**src/hw/rtl/tpps_pkg.sv**
```systemverilog
`timescale 1ns / 1ps
`default_nettype none
// ----------------------------------------------------------------------------
// tpps_pkg: shared definitions for the timed phase profile sequencer
// Sizes, codes and beat layouts used by the sequencer, its adder and the top.
// ----------------------------------------------------------------------------
package tpps_pkg;

    localparam int MAX_FRAMES       = 2;
    localparam int PHASES_PER_FRAME = 4;

    localparam int FRM_W     = (MAX_FRAMES > 1) ? $clog2(MAX_FRAMES) : 1;
    localparam int PH_W      = (PHASES_PER_FRAME > 1) ? $clog2(PHASES_PER_FRAME) : 1;
    localparam int PHC_W     = $clog2(PHASES_PER_FRAME + 1);
    localparam int DUR_DEPTH = MAX_FRAMES * PHASES_PER_FRAME;
    localparam int DUR_IDX_W = (DUR_DEPTH > 1) ? $clog2(DUR_DEPTH) : 1;
    localparam int FCMP_W    = ((FRM_W > 2) ? FRM_W : 2) + 1;

    localparam int TIME_W  = 64;
    localparam int DUR_W   = 32;
    localparam int AXIS_W  = 8;
    localparam int LIMIT_W = 32;
    localparam int CNT_W   = 2;

    localparam int IN_TDATA_W  = 112;
    localparam int OUT_TDATA_W = 24;

    localparam logic [LIMIT_W-1:0] LIMIT_RESET = 32'd100000;

    // Input function codes
    typedef enum logic [2:0] {
        FN_LOAD  = 3'd0,
        FN_START = 3'd1,
        FN_HEART = 3'd2,
        FN_TICK  = 3'd3,
        FN_STOP  = 3'd4
    } tpps_func_t;

    // Profile state codes
    typedef enum logic [2:0] {
        ST_EMPTY    = 3'd0,
        ST_BUFFERED = 3'd1,
        ST_RUNNING  = 3'd2,
        ST_COMPLETE = 3'd3,
        ST_STOP     = 3'd4
    } tpps_pstate_t;

    // Start result codes
    typedef enum logic [1:0] {
        RC_OK    = 2'd0,
        RC_STATE = 2'd1,
        RC_ZERO  = 2'd2
    } tpps_rcode_t;

    // Result kinds
    typedef enum logic {
        KIND_STATUS = 1'b0,
        KIND_EVENT  = 1'b1
    } tpps_kind_t;

    // Shared adder operations
    typedef enum logic {
        ALU_ADD = 1'b0,
        ALU_SUB = 1'b1
    } tpps_alu_op_t;

    typedef struct packed {
        logic [2:0]        func;
        logic              frame_slot;
        logic [1:0]        phase_slot;
        logic [DUR_W-1:0]  phase_duration_us;
        logic [AXIS_W-1:0] axis_id;
        logic [CNT_W-1:0]  frame_count;
        logic [TIME_W-1:0] now_us;
        logic              safety_ok;
    } tpps_item_t;

    typedef struct packed {
        logic              kind;
        logic [1:0]        result_code;
        logic [2:0]        profile_state;
        logic [AXIS_W-1:0] event_axis;
        logic [2:0]        event_phase;
        logic              drive_off;
        logic              last;
    } tpps_res_t;

endpackage
`default_nettype wire

```
**src/hw/rtl/tpps_alu.sv**
```systemverilog
`timescale 1ns / 1ps
`default_nettype none
// ----------------------------------------------------------------------------
// tpps_alu: shared 64-bit add / subtract unit
// One adder serves every time check, cumulative sum and boundary compare.
// ----------------------------------------------------------------------------
module tpps_alu
    import tpps_pkg::*;
(
    input  tpps_alu_op_t      op,
    input  logic [TIME_W-1:0] a,
    input  logic [TIME_W-1:0] b,
    output logic [TIME_W-1:0] res,
    output logic              borrow
);

    logic [TIME_W:0]   sum;
    logic [TIME_W-1:0] b_eff;
    logic              cin;

    always_comb
    begin
        cin    = (op == ALU_SUB);
        b_eff  = cin ? ~b : b;
        sum    = {1'b0, a} + {1'b0, b_eff} + {{TIME_W{1'b0}}, cin};
        res    = sum[TIME_W-1:0];
        // borrow means a < b on a subtract
        borrow = cin && !sum[TIME_W];
    end

endmodule
`default_nettype wire

```
**src/hw/rtl/tpps_seq.sv**
```systemverilog
`timescale 1ns / 1ps
`default_nettype none
// ----------------------------------------------------------------------------
// tpps_seq: sequencer and profile state of the phase profile sequencer
// Walks frames and phases one adder step per cycle and pushes result beats.
// ----------------------------------------------------------------------------
module tpps_seq
    import tpps_pkg::*;
(
    input  logic                clk,
    input  logic                rst_n,
    input  logic                item_valid,
    output logic                item_ready,
    input  tpps_item_t          item,
    input  logic                cfg_we,
    input  logic [LIMIT_W-1:0]  cfg_wdata,
    input  logic                out_free,
    output logic                push,
    output tpps_res_t           res
);

    typedef enum logic [7:0] {
        S_IDLE = 8'b0000_0001,
        S_HB   = 8'b0000_0010,
        S_LIM  = 8'b0000_0100,
        S_ST   = 8'b0000_1000,
        S_ACC  = 8'b0001_0000,
        S_CMP  = 8'b0010_0000,
        S_EVT  = 8'b0100_0000,
        S_STAT = 8'b1000_0000
    } tpps_fsm_t;

    tpps_fsm_t           fsm_reg, fsm_next;
    logic                tick_reg, tick_next;
    logic [TIME_W-1:0]   now_reg, now_next;
    logic [CNT_W-1:0]    fcnt_reg, fcnt_next;
    logic [LIMIT_W-1:0]  limit_reg, limit_next;
    logic [CNT_W-1:0]    frames_in_use_reg, frames_in_use_next;
    logic [TIME_W-1:0]   start_time_reg, start_time_next;
    logic [TIME_W-1:0]   hb_time_reg, hb_time_next;
    logic                running_reg, running_next;
    logic [2:0]          pstate_reg, pstate_next;
    logic [FRM_W-1:0]    fidx_reg, fidx_next;
    logic [PH_W-1:0]     pidx_reg, pidx_next;
    logic [TIME_W-1:0]   edge_reg, edge_next;
    logic [TIME_W-1:0]   work_reg, work_next;
    logic                all_done_reg, all_done_next;
    logic [1:0]          code_reg, code_next;
    logic                dis_reg, dis_next;
    logic [PHC_W-1:0]    cur_phase_reg [MAX_FRAMES];
    logic [PHC_W-1:0]    cur_phase_next [MAX_FRAMES];
    logic                pend_reg [MAX_FRAMES];
    logic                pend_next [MAX_FRAMES];

    logic [DUR_W-1:0]    dur_mem [DUR_DEPTH];
    logic [AXIS_W-1:0]   axis_mem [MAX_FRAMES];

    logic                load_we;
    logic [DUR_IDX_W-1:0] load_idx;
    logic [FRM_W-1:0]    load_fidx;
    logic [DUR_IDX_W-1:0] rd_idx;
    logic [DUR_W-1:0]    dur_rd;

    tpps_alu_op_t        alu_op;
    logic [TIME_W-1:0]   alu_a, alu_b, alu_res;
    logic                alu_borrow;

    logic                last_phase, last_frame, last_slot;
    logic                accept, in_range;
    logic [PHC_W-1:0]    ph;
    logic                done_all;

    tpps_alu u_alu (
        .op     (alu_op),
        .a      (alu_a),
        .b      (alu_b),
        .res    (alu_res),
        .borrow (alu_borrow)
    );

    assign item_ready = (fsm_reg == S_IDLE);
    assign accept     = item_valid && item_ready;

    assign load_fidx = FRM_W'(item.frame_slot);
    assign load_idx  = DUR_IDX_W'(item.frame_slot) * DUR_IDX_W'(PHASES_PER_FRAME)
                     + DUR_IDX_W'(item.phase_slot);
    assign in_range  = ({31'b0, item.frame_slot} < 32'(MAX_FRAMES))
                    && ({30'b0, item.phase_slot} < 32'(PHASES_PER_FRAME));

    assign rd_idx = DUR_IDX_W'(fidx_reg) * DUR_IDX_W'(PHASES_PER_FRAME)
                  + DUR_IDX_W'(pidx_reg);
    assign dur_rd = dur_mem[rd_idx];

    assign last_phase = (pidx_reg == PH_W'(PHASES_PER_FRAME - 1));
    assign last_frame = ((FCMP_W'(fidx_reg) + FCMP_W'(1)) == FCMP_W'(fcnt_reg));
    assign last_slot  = (fidx_reg == FRM_W'(MAX_FRAMES - 1));

    // Operand select for the shared adder
    always_comb
    begin
        alu_op = ALU_ADD;
        alu_a  = '0;
        alu_b  = '0;
        unique case (fsm_reg)
            S_HB:
            begin
                alu_op = ALU_SUB;
                alu_a  = now_reg;
                alu_b  = hb_time_reg;
            end
            S_LIM:
            begin
                alu_op = ALU_SUB;
                alu_a  = {{(TIME_W-LIMIT_W){1'b0}}, limit_reg};
                alu_b  = work_reg;
            end
            S_ST:
            begin
                alu_op = ALU_SUB;
                alu_a  = now_reg;
                alu_b  = start_time_reg;
            end
            S_ACC:
            begin
                alu_op = ALU_ADD;
                alu_a  = edge_reg;
                alu_b  = {{(TIME_W-DUR_W){1'b0}}, dur_rd};
            end
            S_CMP:
            begin
                alu_op = ALU_SUB;
                alu_a  = work_reg;
                alu_b  = edge_reg;
            end
            default:
            begin
                alu_op = ALU_ADD;
            end
        endcase
    end

    always_comb
    begin
        fsm_next           = fsm_reg;
        tick_next          = tick_reg;
        now_next           = now_reg;
        fcnt_next          = fcnt_reg;
        limit_next         = cfg_we ? cfg_wdata : limit_reg;
        frames_in_use_next = frames_in_use_reg;
        start_time_next    = start_time_reg;
        hb_time_next       = hb_time_reg;
        running_next       = running_reg;
        pstate_next        = pstate_reg;
        fidx_next          = fidx_reg;
        pidx_next          = pidx_reg;
        edge_next          = edge_reg;
        work_next          = work_reg;
        all_done_next      = all_done_reg;
        code_next          = code_reg;
        dis_next           = dis_reg;
        load_we            = 1'b0;
        push               = 1'b0;
        res                = '0;
        ph                 = '0;
        done_all           = 1'b0;
        for (int i = 0; i < MAX_FRAMES; i++)
        begin
            cur_phase_next[i] = cur_phase_reg[i];
            pend_next[i]      = pend_reg[i];
        end

        unique case (fsm_reg)
            S_IDLE:
            begin
                if (accept)
                begin
                    code_next = RC_OK;
                    dis_next  = 1'b0;
                    now_next  = item.now_us;
                    fsm_next  = S_STAT;
                    unique case (item.func)
                        FN_LOAD:
                        begin
                            if (!running_reg && in_range)
                            begin
                                load_we     = 1'b1;
                                pstate_next = ST_BUFFERED;
                            end
                        end
                        FN_START:
                        begin
                            if (!item.safety_ok || pstate_reg != ST_BUFFERED
                                || item.frame_count == '0
                                || 32'(item.frame_count) > 32'(MAX_FRAMES))
                            begin
                                code_next = RC_STATE;
                                dis_next  = 1'b1;
                            end
                            else
                            begin
                                fcnt_next = item.frame_count;
                                tick_next = 1'b0;
                                fidx_next = '0;
                                pidx_next = '0;
                                edge_next = '0;
                                fsm_next  = S_ACC;
                            end
                        end
                        FN_HEART:
                        begin
                            if (running_reg)
                            begin
                                if (!item.safety_ok)
                                begin
                                    running_next = 1'b0;
                                    pstate_next  = ST_STOP;
                                    dis_next     = 1'b1;
                                end
                                else
                                begin
                                    hb_time_next = item.now_us;
                                end
                            end
                        end
                        FN_TICK:
                        begin
                            if (running_reg)
                            begin
                                if (!item.safety_ok)
                                begin
                                    running_next = 1'b0;
                                    pstate_next  = ST_STOP;
                                    dis_next     = 1'b1;
                                end
                                else
                                begin
                                    tick_next = 1'b1;
                                    fsm_next  = S_HB;
                                end
                            end
                        end
                        FN_STOP:
                        begin
                            running_next = 1'b0;
                            pstate_next  = ST_STOP;
                            dis_next     = 1'b1;
                        end
                        default:
                        begin
                            fsm_next = S_STAT;
                        end
                    endcase
                end
            end

            // now before last heartbeat: stop; else keep the gap
            S_HB:
            begin
                if (alu_borrow)
                begin
                    running_next = 1'b0;
                    pstate_next  = ST_STOP;
                    dis_next     = 1'b1;
                    fsm_next     = S_STAT;
                end
                else
                begin
                    work_next = alu_res;
                    fsm_next  = S_LIM;
                end
            end

            // limit - gap borrows when the gap exceeds the limit
            S_LIM:
            begin
                if (alu_borrow)
                begin
                    running_next = 1'b0;
                    pstate_next  = ST_STOP;
                    dis_next     = 1'b1;
                    fsm_next     = S_STAT;
                end
                else
                begin
                    fsm_next = S_ST;
                end
            end

            S_ST:
            begin
                if (alu_borrow)
                begin
                    running_next = 1'b0;
                    pstate_next  = ST_STOP;
                    dis_next     = 1'b1;
                    fsm_next     = S_STAT;
                end
                else
                begin
                    work_next     = alu_res;
                    fidx_next     = '0;
                    pidx_next     = '0;
                    edge_next     = '0;
                    all_done_next = 1'b1;
                    fcnt_next     = frames_in_use_reg;
                    for (int i = 0; i < MAX_FRAMES; i++)
                    begin
                        pend_next[i] = 1'b0;
                    end
                    if (frames_in_use_reg == '0)
                    begin
                        running_next = 1'b0;
                        pstate_next  = ST_COMPLETE;
                        dis_next     = 1'b1;
                        fsm_next     = S_EVT;
                    end
                    else
                    begin
                        fsm_next = S_ACC;
                    end
                end
            end

            S_ACC:
            begin
                edge_next = alu_res;
                if (tick_reg)
                begin
                    fsm_next = S_CMP;
                end
                else if (last_phase)
                begin
                    if (alu_res == '0)
                    begin
                        code_next = RC_ZERO;
                        fsm_next  = S_STAT;
                    end
                    else
                    begin
                        cur_phase_next[fidx_reg] = PHC_W'(PHASES_PER_FRAME);
                        if (last_frame)
                        begin
                            frames_in_use_next = fcnt_reg;
                            start_time_next    = now_reg;
                            hb_time_next       = now_reg;
                            running_next       = 1'b1;
                            pstate_next        = ST_RUNNING;
                            fsm_next           = S_STAT;
                        end
                        else
                        begin
                            fidx_next = fidx_reg + FRM_W'(1);
                            pidx_next = '0;
                            edge_next = '0;
                        end
                    end
                end
                else
                begin
                    pidx_next = pidx_reg + PH_W'(1);
                end
            end

            // elapsed - boundary borrows when elapsed lies before the boundary
            S_CMP:
            begin
                if (alu_borrow || last_phase)
                begin
                    ph = alu_borrow ? PHC_W'(pidx_reg) : PHC_W'(PHASES_PER_FRAME);
                    done_all      = all_done_reg && (ph == PHC_W'(PHASES_PER_FRAME));
                    all_done_next = done_all;
                    if (ph != cur_phase_reg[fidx_reg])
                    begin
                        cur_phase_next[fidx_reg] = ph;
                        pend_next[fidx_reg]      = 1'b1;
                    end
                    if (last_frame)
                    begin
                        if (done_all)
                        begin
                            running_next = 1'b0;
                            pstate_next  = ST_COMPLETE;
                            dis_next     = 1'b1;
                        end
                        fidx_next = '0;
                        fsm_next  = S_EVT;
                    end
                    else
                    begin
                        fidx_next = fidx_reg + FRM_W'(1);
                        pidx_next = '0;
                        edge_next = '0;
                        fsm_next  = S_ACC;
                    end
                end
                else
                begin
                    pidx_next = pidx_reg + PH_W'(1);
                    fsm_next  = S_ACC;
                end
            end

            // Drain pending phase changes in frame order
            S_EVT:
            begin
                res.kind          = KIND_EVENT;
                res.result_code   = RC_OK;
                res.profile_state = pstate_reg;
                res.event_axis    = axis_mem[fidx_reg];
                res.event_phase   = 3'(cur_phase_reg[fidx_reg]);
                res.drive_off     = 1'b0;
                res.last          = 1'b0;
                if (!pend_reg[fidx_reg] || out_free)
                begin
                    if (pend_reg[fidx_reg])
                    begin
                        push                = 1'b1;
                        pend_next[fidx_reg] = 1'b0;
                    end
                    if (last_slot)
                    begin
                        fsm_next = S_STAT;
                    end
                    else
                    begin
                        fidx_next = fidx_reg + FRM_W'(1);
                    end
                end
            end

            S_STAT:
            begin
                res.kind          = KIND_STATUS;
                res.result_code   = code_reg;
                res.profile_state = pstate_reg;
                res.event_axis    = '0;
                res.event_phase   = '0;
                res.drive_off     = dis_reg;
                res.last          = 1'b1;
                if (out_free)
                begin
                    push     = 1'b1;
                    fsm_next = S_IDLE;
                end
            end

            default:
            begin
                fsm_next = S_IDLE;
            end
        endcase
    end

    always_ff @(posedge clk or negedge rst_n)
    begin
        if (!rst_n)
        begin
            fsm_reg           <= S_IDLE;
            tick_reg          <= 1'b0;
            now_reg           <= '0;
            fcnt_reg          <= '0;
            limit_reg         <= LIMIT_RESET;
            frames_in_use_reg <= '0;
            start_time_reg    <= '0;
            hb_time_reg       <= '0;
            running_reg       <= 1'b0;
            pstate_reg        <= ST_EMPTY;
            fidx_reg          <= '0;
            pidx_reg          <= '0;
            edge_reg          <= '0;
            work_reg          <= '0;
            all_done_reg      <= 1'b0;
            code_reg          <= RC_OK;
            dis_reg           <= 1'b0;
            for (int i = 0; i < MAX_FRAMES; i++)
            begin
                cur_phase_reg[i] <= PHC_W'(PHASES_PER_FRAME);
                pend_reg[i]      <= 1'b0;
            end
        end
        else
        begin
            fsm_reg           <= fsm_next;
            tick_reg          <= tick_next;
            now_reg           <= now_next;
            fcnt_reg          <= fcnt_next;
            limit_reg         <= limit_next;
            frames_in_use_reg <= frames_in_use_next;
            start_time_reg    <= start_time_next;
            hb_time_reg       <= hb_time_next;
            running_reg       <= running_next;
            pstate_reg        <= pstate_next;
            fidx_reg          <= fidx_next;
            pidx_reg          <= pidx_next;
            edge_reg          <= edge_next;
            work_reg          <= work_next;
            all_done_reg      <= all_done_next;
            code_reg          <= code_next;
            dis_reg           <= dis_next;
            for (int i = 0; i < MAX_FRAMES; i++)
            begin
                cur_phase_reg[i] <= cur_phase_next[i];
                pend_reg[i]      <= pend_next[i];
            end
        end
    end

    // Duration and axis id storage, undefined until loaded
    always_ff @(posedge clk)
    begin
        if (load_we)
        begin
            dur_mem[load_idx]   <= item.phase_duration_us;
            axis_mem[load_fidx] <= item.axis_id;
        end
    end

    a_running_state: assert property (@(posedge clk) disable iff (!rst_n)
        running_reg |-> (pstate_reg == ST_RUNNING))
        else $error("running flag set outside the running state");

    a_running_frames: assert property (@(posedge clk) disable iff (!rst_n)
        running_reg |-> (frames_in_use_reg != '0))
        else $error("running with no frames in use");

    a_status_ends: assert property (@(posedge clk) disable iff (!rst_n)
        (push && res.kind == KIND_STATUS) |=> (fsm_reg == S_IDLE))
        else $error("status beat did not end the item");

    a_event_not_last: assert property (@(posedge clk) disable iff (!rst_n)
        (push && res.kind == KIND_EVENT) |-> (!res.last && !res.drive_off))
        else $error("event beat marked last or disabling");

endmodule
`default_nettype wire

```
**src/hw/rtl/timed_phase_profile_sequencer_top.sv**
```systemverilog
`timescale 1ns / 1ps
`default_nettype none
// ----------------------------------------------------------------------------
// timed_phase_profile_sequencer_top: timed phase profile sequencer
// Buffers up to two axis frames of timed phases, runs them against the time
// carried by tick beats, and reports phase changes and status.
// ----------------------------------------------------------------------------
//  channel | dir | handshake            | payload
//  --------+-----+----------------------+------------------------------------
//  s_*     | in  | s_tvalid / s_tready  | s_tuser func, s_tdata item fields
//  m_*     | out | m_tvalid / m_tready  | m_tuser kind, m_tdata result, m_tlast
//  cfg_*   | in  | cfg_we (no wait)     | cfg_wdata watchdog limit in us
//
//  Load, heartbeat, stop and refused start go straight to the status beat; an
//  accepted start sums the phase durations of each frame in use, and a running
//  tick checks heartbeat gap, limit and start time, then compares elapsed time
//  against each boundary, one step per cycle on the single shared 64-bit adder.
//  s_tready is high only between items; one output register lets the next
//  item enter while the status beat of the previous one waits on m_tready.
//  A stall on m_tready holds the sequencer at its next result beat.
//  Reset: asynchronous, active low; no clearing pass, stored durations and
//  axis ids are undefined until loaded.
// ----------------------------------------------------------------------------
module timed_phase_profile_sequencer_top
    import tpps_pkg::*;
(
    input  logic                   clk,
    input  logic                   rst_n,
    input  logic                   s_tvalid,
    output logic                   s_tready,
    // frame_slot, phase_slot, phase_duration_us, axis_id, frame_count,
    // now_us, safety_ok; zero filled to 112 bits
    input  logic [IN_TDATA_W-1:0]  s_tdata,
    // func
    input  logic [2:0]             s_tuser,
    output logic                   m_tvalid,
    input  logic                   m_tready,
    // result_code, profile_state, event_axis, event_phase, drive_off;
    // zero filled to 24 bits
    output logic [OUT_TDATA_W-1:0] m_tdata,
    // kind
    output logic                   m_tuser,
    output logic                   m_tlast,
    input  logic                   cfg_we,
    input  logic [LIMIT_W-1:0]     cfg_wdata
);

    tpps_item_t item;
    tpps_res_t  res;
    tpps_res_t  out_reg;
    logic       out_valid_reg;
    logic       out_free;
    logic       push;

    // Unpack the input beat, lowest field first
    always_comb
    begin
        item.func              = s_tuser;
        item.frame_slot        = s_tdata[0];
        item.phase_slot        = s_tdata[2:1];
        item.phase_duration_us = s_tdata[34:3];
        item.axis_id           = s_tdata[42:35];
        item.frame_count       = s_tdata[44:43];
        item.now_us            = s_tdata[108:45];
        item.safety_ok         = s_tdata[109];
    end

    // Output register frees up in the same cycle its beat is taken
    assign out_free = !out_valid_reg || m_tready;

    tpps_seq u_seq (
        .clk        (clk),
        .rst_n      (rst_n),
        .item_valid (s_tvalid),
        .item_ready (s_tready),
        .item       (item),
        .cfg_we     (cfg_we),
        .cfg_wdata  (cfg_wdata),
        .out_free   (out_free),
        .push       (push),
        .res        (res)
    );

    always_ff @(posedge clk or negedge rst_n)
    begin
        if (!rst_n)
        begin
            out_valid_reg <= 1'b0;
        end
        else if (push)
        begin
            out_valid_reg <= 1'b1;
        end
        else if (m_tready)
        begin
            out_valid_reg <= 1'b0;
        end
    end

    // Hold the beat payload until a new result lands
    always_ff @(posedge clk)
    begin
        if (push)
        begin
            out_reg <= res;
        end
    end

    assign m_tvalid = out_valid_reg;
    assign m_tuser  = out_reg.kind;
    assign m_tlast  = out_reg.last;
    assign m_tdata  = {7'b0, out_reg.drive_off, out_reg.event_phase,
                       out_reg.event_axis, out_reg.profile_state, out_reg.result_code};

    a_push_free: assert property (@(posedge clk) disable iff (!rst_n)
        push |-> (!out_valid_reg || m_tready))
        else $error("result pushed over an untaken beat");

endmodule
`default_nettype wire
```
**config.mk**
```make
export PLATFORM = sky130hd
export DESIGN_NAME = timed_phase_profile_sequencer_top
export DESIGN_NICKNAME = d
export VERILOG_FILES = /design/src/hw/rtl/tpps_pkg.sv /design/src/hw/rtl/tpps_alu.sv /design/src/hw/rtl/tpps_seq.sv /design/src/hw/rtl/timed_phase_profile_sequencer_top.sv
export SDC_FILE = /design/constraint.sdc
export NUM_CORES = 1
export LEC_CHECK = 0
export ABC_AREA = 1
export BUFFER_PORTS_ARGS = -buffer_cell sky130_fd_sc_hd__clkbuf_2
export CORE_UTILIZATION = 34
export CTS_CLUSTER_DIAMETER = 40
export DETAILED_ROUTE_END_ITERATION = 10
export GPL_ROUTABILITY_DRIVEN = 0
export SLEW_MARGIN = 30
export SYNTH_ARGS = -nofsm -noshare
export SYNTH_HDL_FRONTEND = slang
export SYNTH_SLANG_ARGS = --single-unit
```
**constraint.sdc**
```tcl
create_clock -name clk -period 6.8 [get_ports clk]
set_input_delay 0.68 -clock clk [delete_from_list [all_inputs] [get_ports clk]]
set_output_delay 0.68 -clock clk [all_outputs]
set_load 0.02 [all_outputs]
```
* Word-level counts from Yosys, hierarchy flattened
Memories as Yosys holds them, arrays and structs flattened.
Index checks and enable logic that the tools add are counted.
** Word-level totals
- Memory bits (read-only) :: 0
- Latch bits :: 0
- Flip-flop bits (word level) :: 404
- Word-level logic and storage cells :: 317
- Memories :: 2
- RAM bits :: 272
** Cells by class
- Shift-type cells :: 0
- Order comparisons :: 3
- Mux-type cells :: 163
- Divide/modulo/power cells :: 0
- $mul :: 0
- $add $sub $neg :: 7
- Equal/unequal tests :: 52
- Bitwise gates (word level) :: 11
- Reductions and logical operators :: 50
** Memories
- u_seq.dur_mem :: words 8, width 32, rd ports 1, clocked after memory_dff 0, write ports 1, RTL line tpps_seq.sv:55 : logic [DUR_W-1:0] dur_mem [DUR_DEPTH];
- u_seq.axis_mem :: words 2, width 8, rd ports 1, clocked after memory_dff 0, write ports 1, RTL line tpps_seq.sv:56 : logic [AXIS_W-1:0] axis_mem [MAX_FRAMES];
** Operators with widths (count)
- $mux W64 :: 19
- $pmux W64 S4 :: 2
- $pmux W64 S5 :: 1
- $pmux W64 S2 :: 1
- $mux W8 :: 14
- $add A64 B64 Y65 :: 1
- $add A65 B1 Y65 :: 1
- $logic_not A64 Y1 :: 1
- $not A64 Y64 :: 1
- $pmux W8 S8 :: 1
- $mux W3 :: 19
- $mux W1 :: 56
- $mux W2 :: 22
- $pmux W19 S2 :: 1
- $mux W6 :: 5
- $ne A2 B1 Y1 const B :: 13
- $ne A2 B2 Y1 const B :: 13
- $reduce_and A6 Y1 :: 4
- $mux W7 :: 3
- $reduce_and A7 Y1 :: 3
- $pmux W8 S2 :: 1
- $ne A3 B3 Y1 const B :: 5
- $pmux W3 S5 :: 1
- $reduce_and A15 Y1 :: 1
- other kinds (60) :: 97

* Logic depth before layout (Yosys ltp)
An unclocked memory read counts as a cell.
- Word-level depth :: 16
- Gate-level depth with buffers :: 37
- Gate-level depth less buffers :: 35

* Cells and area by module
A second synthesis with hierarchy kept.
** Unflattened totals
- Cell total of the unflattened synthesis :: 4681
- Area total of the unflattened synthesis :: 37395.9 µm²
** Modules (own cells, without submodules)
- tpps_seq :: area an instance 30735.7 µm², cells each 3455, times used 1, seq. area each 17788.3 µm²
- tpps_alu :: area an instance 5988.2 µm², cells each 1194, times used 1, seq. area each 0.0 µm²
- timed_phase_profile_sequencer_top :: area an instance 671.9 µm², cells each 32, times used 1, seq. area each 595.6 µm²

* Worst setup path after synthesis
OpenSTA, ideal clock, no wires.
- Path kind :: reg2reg
- Start :: register u_seq.fsm_reg[0]
- End :: memory u_seq.dur_mem[0][0], enable pin
- Clock period less this slack :: 5.110 ns
- Setup time :: 0.461 ns
- Stages on the path, launching flop included :: 14
- Required time :: 6.339 ns
- Path slack :: 1.690 ns
- Data arrival time :: 4.649 ns
- Path buffers :: 1
- Path through :: dfstp_2 -> inv_2 -> nor3_1 -> and2_1 -> clkbuf_1 -> nor2_1 -> nor3_1 -> inv_1 -> nor2_1 -> inv_1 -> nor3_1 -> inv_1 -> or2_2 -> nor3_1
** On the way
- Word-level cells in the longest chain between the ends :: 6
** Ends and longest elaborated chain
- start, declared :: RTL line tpps_seq.sv:33 : tpps_fsm_t fsm_reg, fsm_next;
- start signal, assigned :: RTL line tpps_seq.sv:483 : fsm_reg <= fsm_next;
- $eq A8 B1 Y1 (*) :: RTL line tpps_seq.sv:81 : assign item_ready = (fsm_reg == S_IDLE);
- named net s_tready :: RTL line timed_phase_profile_sequencer_top.sv:30 : output logic s_tready,
- $logic_and A1 B1 Y1 :: RTL line tpps_seq.sv:82 : assign accept = item_valid && item_ready;
- $mux W1 :: RTL line tpps_seq.sv:175 : if (accept)
- $mux W1 (*) :: RTL line tpps_seq.sv:172 : unique case (fsm_reg)
- $mux W1 (*) :: RTL line tpps_seq.sv:511 : if (load_we)
- $mux W1 (not written as such) (*) :: RTL line tpps_seq.sv:513 : dur_mem[load_idx] <= item.phase_duration_us;
- end, declared :: RTL line tpps_seq.sv:55
The timed path passes the listed nets; every way through them passes the cells marked *.

* Worst setup path in the final report
- Start :: register u_seq.fsm_reg[0]
- End :: register u_seq.hb_time_reg[20]
** On the way
- Word-level cells in the longest chain between the ends :: 9
- Elaborated cells on any way between the ends :: 28
- Those cells by class :: add/sub (2); eq/ne (14); mux (5); bitwise (1); reduce/logical (6)
** Ends and longest elaborated chain
- $eq A8 B6 Y1, or another cell as far along :: RTL line tpps_seq.sv:104 : unique case (fsm_reg)
- $pmux W64 S5 or $reduce_or A4 Y1 (tied branches)
- $not A64 Y64 or $mux W1 (tied branches) :: RTL line tpps_alu.sv:24, tpps_seq.sv:104
- $mux W64 :: RTL line tpps_alu.sv:24 : b_eff = cin ? ~b : b;
- $add A64 B64 Y65 :: RTL line tpps_alu.sv:25 : sum = {1'b0, a} + {1'b0, b_eff} + {{TIME_W{1'b0}}, cin};
- $add A65 B1 Y65 :: RTL line tpps_alu.sv:25
- $logic_not A64 Y1 :: RTL line tpps_seq.sv:333 : if (alu_res == '0)
- $ne A2 B2 Y1 (no source line)
- $reduce_and A9 Y1 (no source line)
- end signal, assigned :: RTL line tpps_seq.sv:490 : hb_time_reg <= hb_time_next;
- end, declared :: RTL line tpps_seq.sv:40 : logic [TIME_W-1:0] hb_time_reg, hb_time_next;
Parallel ways exist; a longest one is shown, timed or not.
A chain may end at the register's enable or synchronous reset.

==> run summary <==
Final Instance Area -> 42500 um^2
HPWL after detailed placement -> 80900 um
unrepaired setup endpoints after global routing -> false
Final Power -> 12.4 mW
Hold Path Class -> in -> reg
NumNets Final -> 4687
vias in the first global route -> 30800
pre-CTS WS -> 0.817 ns
Slew Viols, Final -> 0
post-CTS resize count -> 0
Max-Cap Viols -> 0
setup_tns -> 0 ns
top fanout value on the critical path -> 34
max FFs per register -> 256
Internal -> 8.68 mW
clock sink count -> 676
relative slew slack -> 0.386
Worst Path Arrival -> 6.84 ns
multi-input logic area -> 15300 um^2
routed len/inst -> 20.5 um
DRC Markers -> 24
Syn. warnings -> 0
clock group share of total power -> 0.445
clock period minus worst slack -> 6.25 ns
Pwr per Cell Area -> 292 nW/um^2
router iterations before antenna repair -> 8
Cells after DPL -> 5755
Synth async-reset ratio -> 0.570
via count -> 32100
largest net degree at the start of global routing -> 160
via density per instance -> 5.38
failing checks -> design-rule violations
outcome -> finished, violations left
CTS Buffer Depth -> 3
Post-synth EDFFs -> 291
H-Tree Depth -> 3
Die Area -> 108000 um^2
initial antenna violation count -> 12
reg2reg start -> u_seq.fsm_reg[0]$_DFFE_PN1P_
critical path type -> reg -> reg
I/O pin cnt -> 180
Clk Latency, worst-skew pair -> 0.69 ns
Worst IR Drop VDD -> 0.000192 V
commonest non-fill, non-tap cell in the layout -> nand2_1
slowest CP cell -> dfstp_2
Mean Syn Cell Area -> 8.30 um^2
CP Launch Type -> flop
Core ar. -> 106000 um^2
final hold violation count -> 0
P&R area growth vs syn -> 17.1%
final non-filler cell total -> 5954
Congestion Overflow GR -> 0
Fmax -> 160 MHz
Pleak -> 18.0 nW
Port Buffers -> 170
combinational fraction of design power -> 0.147
Root Buffer -> clkbuf_16
Filler cells -> 10400
worst hold slack -> 0.193 ns
CTS Buf Count -> 102
sequential-to-total area share from yosys stat -> 0.506
storage element area -> 18400 um^2
hold path startpoint -> s_tdata[39]
Final ANT Viol Nets -> 0
worst endpoint required time -> 7.39 ns
Cell Area, Placed -> 38800 um^2
die height -> 329 um
total wire length -> 122000 um
layout cells sized above 1 -> 0.119
initial DRC count -> 2952
first-pass GRT wire length -> 186000 um
worst slew pin tran -> 0.898 ns
Synth Flop Type -> dfrtp_1
post-route setup slack -> 0.549 ns
Starting Density -> 0.344
num rows -> 119
Sw Ratio -> 0.300
CTS tree -> yes
crit path capture type -> flop
commonest cells after routing, fill and taps aside -> nand2_1, o21ai_0, nor2_1
die width -> 329 um
period utilization -> 0.919
worst path bufs/invs -> 3
Distinct cells, synth -> 60
final design utilization -> 0.403
post-synthesis register bit count -> 676
Setup Viol. Count Final -> 0
Crit path largest cell delay -> 0.53 ns
Post-Synthesis Cell Area -> 36300 um^2
delay-heaviest family, CP -> simple AND/OR/NAND/NOR gates
switching pwr -> 3.72 mW
final setup skew -> 0.0451 ns
Sequential Power Share -> 0.408
Syn Inst Count -> 4374
Top reg by flops -> u_seq.dur_mem
Clock transition at path regs -> 0.06 ns
Most common cell on crit path -> nand2_1
total track usage -> 0.223
Critical Path Source -> u_seq.fsm_reg[0]$_DFFE_PN1P_
layer usage:
metal | track usage | share of wire | routed length [um] | up-vias
met5 | 0 | 0.00069 | 84 | -
met4 | 0.0902 | 0.037 | 4500 | 14
met3 | 0.0476 | 0.084 | 10300 | 209
met2 | 0.347 | 0.45 | 54400 | 1259
met1 | 0.301 | 0.43 | 52700 | 15400
li1 | - | - | - | 15200
cell usage after synthesis (24+ instances only):
library cell	n	share of area
nor2_1	438	0.045
inv_1	420	0.043
buf_1	24	0.0025
inv_2	26	0.0027
ha_1	64	0.022
nand3_1	99	0.014
clkbuf_1	207	0.021
a311o_1	33	0.0091
edfxtp_1	291	0.24
a2111oi_0	30	0.0072
a21oi_1	184	0.025
nor3_1	36	0.0050
o21ai_1	34	0.0047
o22ai_1	62	0.011
o2111ai_1	35	0.0084
nand2_1	1042	0.11
o21ai_0	493	0.068
dfrtp_1	376	0.26
o221ai_1	36	0.0087
a31oi_1	48	0.0083
nand4_1	151	0.026
kinds of logic after synthesis:
family / count (synthesis) / synth area share
xor gates and xnor gates: 29 / 0.00699
AOI/OAI and AO/OA: 1063 / 0.174
and+or+nand+nor: 1819 / 0.210
other: 1 / 0.000103
DFF: 676 / 0.506
muxes: 12 / 0.00369
adders and majority gates: 65 / 0.0226
buffers and inverters: 709 / 0.0762
path summary, 6_finish.rpt:
| check | end | slack, ns | cells past startpoint |
|---|---|---|---|
| min in group asynchronous | u_seq.now_reg[49]$_DFFE_PN0P_ | 0.55 | 2 |
| min | u_seq.axis_mem[0][4]$_DFFE_PP_ | 0.19 | 1 |
| max in group asynchronous | u_seq.pidx_reg[0]$_DFFE_PN0P_ | 5.01 | 3 |
| min reg2reg | u_seq.cur_phase_reg[2]$_DFFE_PN1P_ | 0.46 | 2 |
| max reg2reg | u_seq.hb_time_reg[20]$_DFFE_PN0P_ | 0.55 | 34 |
| max | u_seq.hb_time_reg[20]$_DFFE_PN0P_ | 0.55 | 34 |
power by group through the flow:
stage	clock, mW	combinational [mW]	sequential [mW]
after global placement	0	1.75	5.12
after detailed placement	0	1.80	5.12
after global routing	5.78	2.03	5.11
after CTS	5.60	1.81	5.06
final	5.52	1.82	5.06
after floorplan	0	1.13	5.04
layout make-up:
class                           count  area share
Multi-Input combinational cell   2995       0.360
Tap cell                         1391      0.0409
Inverter                          446      0.0394
Sequential cell                   676       0.432
Clock inverter                     71      0.0215
Timing Repair Buffer              249      0.0406
Clock buffer                      119      0.0644
Antenna cell                        7    0.000412
repair_timing:
action	in CTS	in global routing
hold buffers	1	0
endpoints found under the hold margin	57	0
buffers inserted	0	0
Power figures use the tool's default switching activity.
